$ cat config.mk
export PLATFORM = sky130hd
export DESIGN_NAME = stld_ctrl
export DESIGN_NICKNAME = d
export VERILOG_FILES = /design/src/design/stld_pkg.sv /design/src/design/stld_ctrl.sv
export SDC_FILE = /design/constraint.sdc
export NUM_CORES = 1
export LEC_CHECK = 0
export BUFFER_PORTS_ARGS = -buffer_cell sky130_fd_sc_hd__clkbuf_2
export CORE_MARGIN = 3
export CORE_UTILIZATION = 38
export CTS_CLUSTER_DIAMETER = 30
export DETAILED_ROUTE_END_ITERATION = 6
export GPL_TIMING_DRIVEN = 0
export PLACE_DENSITY_LB_ADDON = 0.15
export SLEW_MARGIN = 20
export SYNTH_ARGS = -nofsm -noshare
export SYNTH_HDL_FRONTEND = slang
export SYNTH_SLANG_ARGS = --single-unit
$ cat constraint.sdc
create_clock -name clk -period 1.7 [get_ports clk]
set_clock_uncertainty 0.1 [all_clocks]
set_input_delay 0.085 -clock clk [delete_from_list [all_inputs] [get_ports clk]]
set_output_delay 0.085 -clock clk [all_outputs]
set_load 0.02 [all_outputs]
$ cat src/design/stld_pkg.sv
// Package: widths, codes, command/status types and helpers of the swap lock detector.
`default_nettype none
package stld_pkg;

	localparam int MAX_WINDOW = 16;
	localparam int IDX_W      = $clog2(MAX_WINDOW);
	localparam int CNT_W      = $clog2(MAX_WINDOW + 1);
	localparam int NUM_W      = 32;
	localparam int TIME_W     = 48;
	localparam int OUT_W      = 48;
	localparam int SLOPE_FRAC = 16;
	localparam int REQ_W      = 5;
	localparam int PER_W      = 32;
	localparam int ADV_W      = 8;
	localparam int CFG_W      = 32;
	localparam int REG_IDX_W  = 3;
	localparam int ACC_W      = 112;
	localparam int MB_W       = 40;
	localparam int DIG_W      = 8;
	localparam int MB_DIG     = (MB_W + DIG_W - 1) / DIG_W;
	localparam int MCNT_W     = $clog2(MB_DIG);
	localparam int DCNT_W     = $clog2(ACC_W);
	localparam int SX_W       = NUM_W + IDX_W + 2;
	localparam int SY_W       = TIME_W + IDX_W + 2;
	localparam int RADV_W     = CNT_W + ADV_W;
	localparam int TST_W      = TIME_W + 3;

	typedef logic signed [ACC_W-1:0] acc_t;

	typedef enum logic [REG_IDX_W-1:0] {
		REG_REQ_SWAPS, REG_NOMINAL, REG_TOLERANCE, REG_ADVANCE,
		REG_EN_INTERVAL, REG_EN_USER, REG_EN_SLOPE, REG_EN_MODEL_PRED
	} reg_idx_t;

	typedef enum logic [2:0] {
		MOP_DYDX, MOP_DXDX, MOP_RSXY, MOP_SXSY, MOP_RSXX, MOP_SXSX, MOP_RADV, MOP_SLOPE
	} mop_t;

	typedef enum logic {DOP_SLOPE, DOP_EST} dop_t;

	typedef enum logic [3:0] {
		ST_IDLE, ST_CHECK, ST_SUM_RD, ST_SUM_DAT, ST_MUL_GO, ST_MUL_WAIT, ST_DEN_CHK,
		ST_DIV_GO, ST_DIV_WAIT, ST_EST_WR, ST_T_RD, ST_T_CHK, ST_OUT
	} state_t;

	typedef struct packed {
		logic [REQ_W-1:0] req_swaps;
		logic [PER_W-1:0] nominal;
		logic [PER_W-1:0] tolerance;
		logic [ADV_W-1:0] advance;
		logic             en_interval;
		logic             en_user;
		logic             en_slope;
		logic             en_model_pred;
	} cfg_t;

	typedef struct packed {
		logic accept;
		logic clr_sums;
		logic sum_dat;
		logic mul_start;
		mop_t mop;
		logic div_start;
		dop_t dop;
		logic est_wr;
		logic t_init;
		logic t_chk;
		logic inc_k;
		logic out_load;
	} cmd_t;

	typedef struct packed {
		logic full;
		logic den_zero;
		logic k_sum_last;
		logic k_t_last;
		logic mul_done;
		logic div_done;
		logic out_free;
	} sts_t;

	function automatic logic [CNT_W-1:0] win_len(input logic [REQ_W-1:0] req);
		logic [CNT_W-1:0] r;
		if (int'(req) < 2) begin
			r = CNT_W'(2);
		end else if (int'(req) > MAX_WINDOW) begin
			r = CNT_W'(MAX_WINDOW);
		end else begin
			r = CNT_W'(req);
		end
		return r;
	endfunction

	function automatic logic abs_lt(input logic signed [TST_W-1:0] d,
		input logic [TST_W-1:0] lim);
		logic [TST_W-1:0] mag;
		mag = d[TST_W-1] ? TST_W'(-d) : TST_W'(d);
		return mag < lim;
	endfunction

endpackage
`default_nettype wire

$ cat src/design/stld_ctrl.sv
// Controller: sequences the window walk, the regression and the tests.
`default_nettype none
module stld_ctrl (
	input  logic           clk,
	input  logic           arst_n,
	input  logic           s_tvalid,
	output logic           s_tready,
	input  stld_pkg::sts_t sts,
	output stld_pkg::cmd_t cmd
);
	import stld_pkg::*;

	state_t state_q, state_d;
	mop_t   mop_q, mop_d;
	dop_t   dop_q, dop_d;

	always_ff @(posedge clk or negedge arst_n) begin
		if (!arst_n) begin
			state_q <= ST_IDLE;
			mop_q   <= MOP_DYDX;
			dop_q   <= DOP_SLOPE;
		end else begin
			state_q <= state_d;
			mop_q   <= mop_d;
			dop_q   <= dop_d;
		end
	end

	always_comb begin
		state_d  = state_q;
		mop_d    = mop_q;
		dop_d    = dop_q;
		s_tready = 1'b0;
		cmd      = '0;
		cmd.mop  = mop_q;
		cmd.dop  = dop_q;
		case (state_q)
			ST_IDLE: begin
				s_tready = 1'b1;
				if (s_tvalid) begin
					cmd.accept = 1'b1;
					state_d    = ST_CHECK;
				end
			end
			ST_CHECK: begin
				if (sts.full) begin
					cmd.clr_sums = 1'b1;
					state_d      = ST_SUM_RD;
				end else begin
					state_d = ST_EST_WR;
				end
			end
			ST_SUM_RD: state_d = ST_SUM_DAT;
			ST_SUM_DAT: begin
				cmd.sum_dat = 1'b1;
				mop_d       = MOP_DYDX;
				state_d     = ST_MUL_GO;
			end
			ST_MUL_GO: begin
				cmd.mul_start = 1'b1;
				state_d       = ST_MUL_WAIT;
			end
			ST_MUL_WAIT: begin
				if (sts.mul_done) begin
					state_d = ST_MUL_GO;
					case (mop_q)
						MOP_DYDX: mop_d = MOP_DXDX;
						MOP_DXDX: begin
							if (sts.k_sum_last) begin
								mop_d = MOP_RSXY;
							end else begin
								cmd.inc_k = 1'b1;
								state_d   = ST_SUM_RD;
							end
						end
						MOP_RSXY: mop_d = MOP_SXSY;
						MOP_SXSY: mop_d = MOP_RSXX;
						MOP_RSXX: mop_d = MOP_SXSX;
						MOP_SXSX: state_d = ST_DEN_CHK;
						MOP_RADV: mop_d = MOP_SLOPE;
						MOP_SLOPE: begin
							dop_d   = DOP_EST;
							state_d = ST_DIV_GO;
						end
						default: state_d = ST_IDLE;
					endcase
				end
			end
			ST_DEN_CHK: begin
				if (sts.den_zero) begin
					state_d = ST_EST_WR;
				end else begin
					dop_d   = DOP_SLOPE;
					state_d = ST_DIV_GO;
				end
			end
			ST_DIV_GO: begin
				cmd.div_start = 1'b1;
				state_d       = ST_DIV_WAIT;
			end
			ST_DIV_WAIT: begin
				if (sts.div_done) begin
					if (dop_q == DOP_SLOPE) begin
						mop_d   = MOP_RADV;
						state_d = ST_MUL_GO;
					end else begin
						state_d = ST_EST_WR;
					end
				end
			end
			ST_EST_WR: begin
				cmd.est_wr = 1'b1;
				if (sts.full) begin
					cmd.t_init = 1'b1;
					state_d    = ST_T_RD;
				end else begin
					state_d = ST_OUT;
				end
			end
			ST_T_RD: state_d = ST_T_CHK;
			ST_T_CHK: begin
				cmd.t_chk = 1'b1;
				if (sts.k_t_last) begin
					state_d = ST_OUT;
				end else begin
					cmd.inc_k = 1'b1;
					state_d   = ST_T_RD;
				end
			end
			ST_OUT: begin
				if (sts.out_free) begin
					cmd.out_load = 1'b1;
					state_d      = ST_IDLE;
				end
			end
			default: state_d = ST_IDLE;
		endcase
	end

endmodule
`default_nettype wire

==> impl_metrics.xml <==
<?xml version="1.0" encoding="UTF-8"?>
<metrics>
  <group name="clock_tree">
    <metric name="clock-sinks" unit="">8</metric>
    <metric name="clock_tree_from_tritoncts" unit="">built</metric>
    <metric name="ctsHtreeMaxLevel" unit="">1</metric>
    <metric name="cts_buffer_depth" unit="">2</metric>
    <metric name="cts_made_buffers" unit="">3</metric>
    <metric name="clk_pin_slew" unit="ns">0.05</metric>
    <metric name="cts_root_buf" unit="">sky130_fd_sc_hd__clkbuf_4</metric>
    <metric name="insertion_delay" unit="ns">0.25</metric>
  </group>
  <group name="timing">
    <metric name="fin_crit_sh" unit="%">99.47</metric>
    <metric name="setup_total_negative_slack" unit="ns">0</metric>
    <metric name="max_clock_freq" unit="MHz">591.3</metric>
    <metric name="timing_worst_slew_pin_value" unit="ns">0.3527</metric>
    <metric name="setup_repair_after_global_routing_missed_its_margin" unit="">yes</metric>
    <metric name="period_needed" unit="ns">1.691</metric>
    <metric name="final-hold-violation-count" unit="">0</metric>
    <metric name="fin_ws" unit="ns">0.008944</metric>
    <metric name="slew_headroom" unit="%">76.29</metric>
    <metric name="slew_viol_final" unit="">0</metric>
    <metric name="setup_viol_count_final" unit="">0</metric>
  </group>
  <group name="final_layout">
    <metric name="finalInstanceArea" unit="sq um">1134</metric>
    <metric name="nNetsFinal" unit="">151</metric>
    <metric name="final_layout_size_suffix_gt1_share" unit="%">44.60</metric>
    <metric name="n_antenna_cell" unit="">0</metric>
    <metric name="area_growth" unit="%">46.60</metric>
  </group>
  <group name="setup_path">
    <metric name="timing.critical_path.cells" unit="">buf_6 &gt; nor4_2 &gt; and2_1 &gt; clkbuf_2</metric>
    <metric name="worst_setup_path_end_kind" unit="">output port</metric>
    <metric name="worst-r2r-cell-count" unit="">5</metric>
    <metric name="delay_of_the_slowest_critical_path_stage" unit="ns">0.40</metric>
    <metric name="worst-r2r-setup-slack" unit="ns">0.03</metric>
    <metric name="cpMaxStageDelayCell" unit="">sky130_fd_sc_hd__dfrtp_1</metric>
    <metric name="capturing_point_of_the_worst_reg2reg_path" unit="">state_q[2]</metric>
    <metric name="crit_type" unit="">reg -&gt; out</metric>
    <metric name="start_kind" unit="">flip-flop</metric>
    <metric name="cp.required" unit="ns">1.51</metric>
    <metric name="worstReg2RegStart" unit="">state_q[0]</metric>
    <metric name="worst_ep_arrival_time" unit="ns">1.51</metric>
    <metric name="worstPathMaxFanout" unit="">10</metric>
  </group>
  <group name="floorplanning">
    <metric name="floorplan.die.height" unit="um">51.11</metric>
    <metric name="dieArea" unit="sq um">2612</metric>
    <metric name="row_count" unit="">15</metric>
    <metric name="design.portCount" unit="">25</metric>
    <metric name="core_region_area" unit="sq um">1821</metric>
    <metric name="die_x" unit="um">51.11</metric>
    <metric name="initial_core_util" unit="%">42.47</metric>
  </group>
  <group name="drt">
    <metric name="drt_iter0_markers" unit="">19</metric>
    <metric name="antenna_left" unit="">0</metric>
    <metric name="highest-signal-layer" unit="">met4</metric>
    <metric name="met3RoutedLength" unit="um">137</metric>
    <metric name="drtPass1Iterations" unit="">4</metric>
    <metric name="post_drt_wl_per_cell" unit="um">13.02</metric>
    <metric name="post-route-drc-count" unit="">0</metric>
    <metric name="drt-total-wl" unit="mm">2.135</metric>
    <metric name="met2_length" unit="mm">1.018</metric>
    <metric name="drt-vias-per-instance" unit="">5.610</metric>
    <metric name="routedLengthMet1" unit="um">967</metric>
    <metric name="detailroute.via_count" unit="">920</metric>
  </group>
  <group name="yosys">
    <metric name="netlist_area" unit="sq um">773.2</metric>
    <metric name="synth.mux.area_fraction" unit="%">2.589</metric>
    <metric name="ys_ff_latch" unit="">8</metric>
    <metric name="synth_simple_gate_area_share" unit="%">31.23</metric>
    <metric name="seq_area_frac_synth" unit="%">25.89</metric>
    <metric name="synth_xor_area_share" unit="%">0</metric>
    <metric name="synth_enable_flop_cells" unit="">0</metric>
    <metric name="yosysWarnings" unit="">0</metric>
    <metric name="synth_largest_type_area_fraction" unit="%">25.89</metric>
    <metric name="syn-num-nets" unit="">117</metric>
    <metric name="synth.area.top_cells" unit="">sky130_fd_sc_hd__dfrtp_1 (26%), sky130_fd_sc_hd__nor2_1 (5.8%), sky130_fd_sc_hd__o21ai_1 (4.5%)</metric>
    <metric name="synth.most_common_cell" unit="">sky130_fd_sc_hd__nor2_1</metric>
    <metric name="adder_cell_area_share_of_the_yosys_netlist" unit="%">0</metric>
    <metric name="netlist-cell-type-count" unit="">38</metric>
    <metric name="dominant_combinational_cell_family_by_area_after_synthesis" unit="">compound AO/OA/AOI/OAI gates</metric>
    <metric name="post_synth.cell_area_avg" unit="sq um">7.227</metric>
    <metric name="synth-async-reset-ratio" unit="%">100.0</metric>
    <metric name="synthFlopType" unit="">sky130_fd_sc_hd__dfrtp_1</metric>
    <metric name="netlist_instances" unit="">107</metric>
    <metric name="post-synth-top-area-cell" unit="">sky130_fd_sc_hd__dfrtp_1</metric>
    <metric name="netlist_top_cells_count" unit="">sky130_fd_sc_hd__nor2_1 (12), sky130_fd_sc_hd__nand2_1 (9), sky130_fd_sc_hd__dfrtp_1 (8), sky130_fd_sc_hd__inv_1 (7), sky130_fd_sc_hd__o21ai_1 (7)</metric>
    <metric name="synth_compound_gate_area_share" unit="%">31.72</metric>
  </group>
  <group name="min_path">
    <metric name="worst_hold_path.endpoint" unit="">dop_q</metric>
    <metric name="holdCritStartpoint" unit="">sts[5]</metric>
    <metric name="hp-class" unit="">in -&gt; reg</metric>
    <metric name="worstHoldPathCells" unit="">3</metric>
  </group>
  <group name="placement">
    <metric name="pre_cts_slack" unit="ns">-0.08329</metric>
    <metric name="port-buffer-count" unit="">24</metric>
    <metric name="placement.cell_area" unit="sq um">930.9</metric>
    <metric name="globalplace.congestion" unit="">0.8164</metric>
    <metric name="dp_hpwl" unit="mm">1.562</metric>
  </group>
  <group name="outcome">
    <metric name="outcome" unit="">finished, final reports clean</metric>
  </group>
  <group name="global_route">
    <metric name="antenna_found_initial" unit="">0</metric>
    <metric name="maximum_number_of_pins_on_one_net_before_global_route_repair" unit="">11</metric>
    <metric name="gr-usage-all-layers" unit="%">17.60</metric>
    <metric name="grt_pass1_wl" unit="mm">3.622</metric>
    <metric name="via_count_of_the_first_global_routing_pass" unit="">841</metric>
    <metric name="globalRoute.totalOverflow" unit="">0</metric>
  </group>
  <group name="pwr">
    <metric name="power_per_cell_area" unit="nW/um^2">1728</metric>
    <metric name="p_leak" unit="uW">0.0004908</metric>
    <metric name="ir_worst_vdd" unit="mV">1.065</metric>
  </group>
  <group name="run">
    <metric name="cap_viol_max_count" unit="">0</metric>
  </group>
</metrics>
==> critical path, delay by kind of cell (launching register included) <==
family,cells,cell delay (ns)
simple gates,2,0.55
buf+inv,2,0.31
flops,1,0.40
==> worst max path at each step <==
stage | start | end | slack (ns)
finish | state_q[1] | cmd[13] | 0.009
global route | state_q[1] | cmd[13] | -0.03
CTS | state_q[0] | state_q[2] | -0.01
detailed placement | state_q[3] | cmd[1] | -0.08
global placement | state_q[3] | cmd[1] | -0.06
floorplan | state_q[1] | state_q[0] | 0.001
==> per-stage QoR <==
stage | total power (uW) | instances | utilization [%] | hold WS (ns)
5_1_grt | 2114 | 164 | 62.27 | 0.1210
4_1_cts | 1755 | 162 | 56.56 | 0.07498
3_3_place_gp | 1483 | 156 | 51.13 | -0.1687
6_report | 1959 | 164 | 62.27 | 0.08461
3_5_place_dp | 1495 | 156 | 51.13 | -0.1648
2_1_floorplan | 1204 | 107 | - | -0.3106
==> what timing repair did <==
| item | CTS | global route |
|---|---|---|
| buffers inserted | 1 | 2 |
| gates resized for setup | 17 | 27 |
| hold buffers | 2 | 0 |
| endpoints found under the setup margin | 15 | 13 |
| endpoints found under the hold margin | 9 | 0 |
| pin swaps | 1 | 6 |
==> power by group <==
part           internal (uW)  switching (uW)
Combinational            596             809
Sequential               279             131
Clock                   80.7            62.9
Total                    957            1000
==> layout by cell type, fill, tap and decap left out, drive strengths merged, types with 2 or more instances in the layout <==
master,instances
a211oi,2
a21oi,6
a31oi,4
and2,3
buf,12
clkbuf,26
dfrtp,8
dlygate4sd3,2
inv,7
mux2i,2
nand2,9
nand2b,2
nor2,12
nor2b,3
nor3,6
o21ai,11
o22ai,3
o31ai,3
==> area by class of cell <==
cell class / instances / area (sq um)
plain buffers: 8 / 78.83
clock buffers: 3 / 22.52
fillers: 169 / 686.9
inverters: 7 / 26.28
multi-input cells: 84 / 606.8
flip-flops and latches: 8 / 202.7
well taps: 25 / 31.28
repair buffers: 29 / 165.2
==> flip-flops by register name, indices dropped and copies added, names as in the netlist <==
name / cells
state_q: 4
mop_q: 3
dop_q: 1
==> kinds of logic after synthesis <==
kind of cell / Yosys count
AO/OA/AOI/OAI: 37
AND/OR/NAND/NOR: 45
buffers and inverters: 15
multiplexers: 2
flip-flops: 8
==> per-layer routing <==
layer	vias up	global-route usage, %
li1	459	-
met1	422	22.60
met2	37	29.83
met3	2	3.790
met4	0	4.036
met5	-	0
Power figures use the tool's default switching activity.
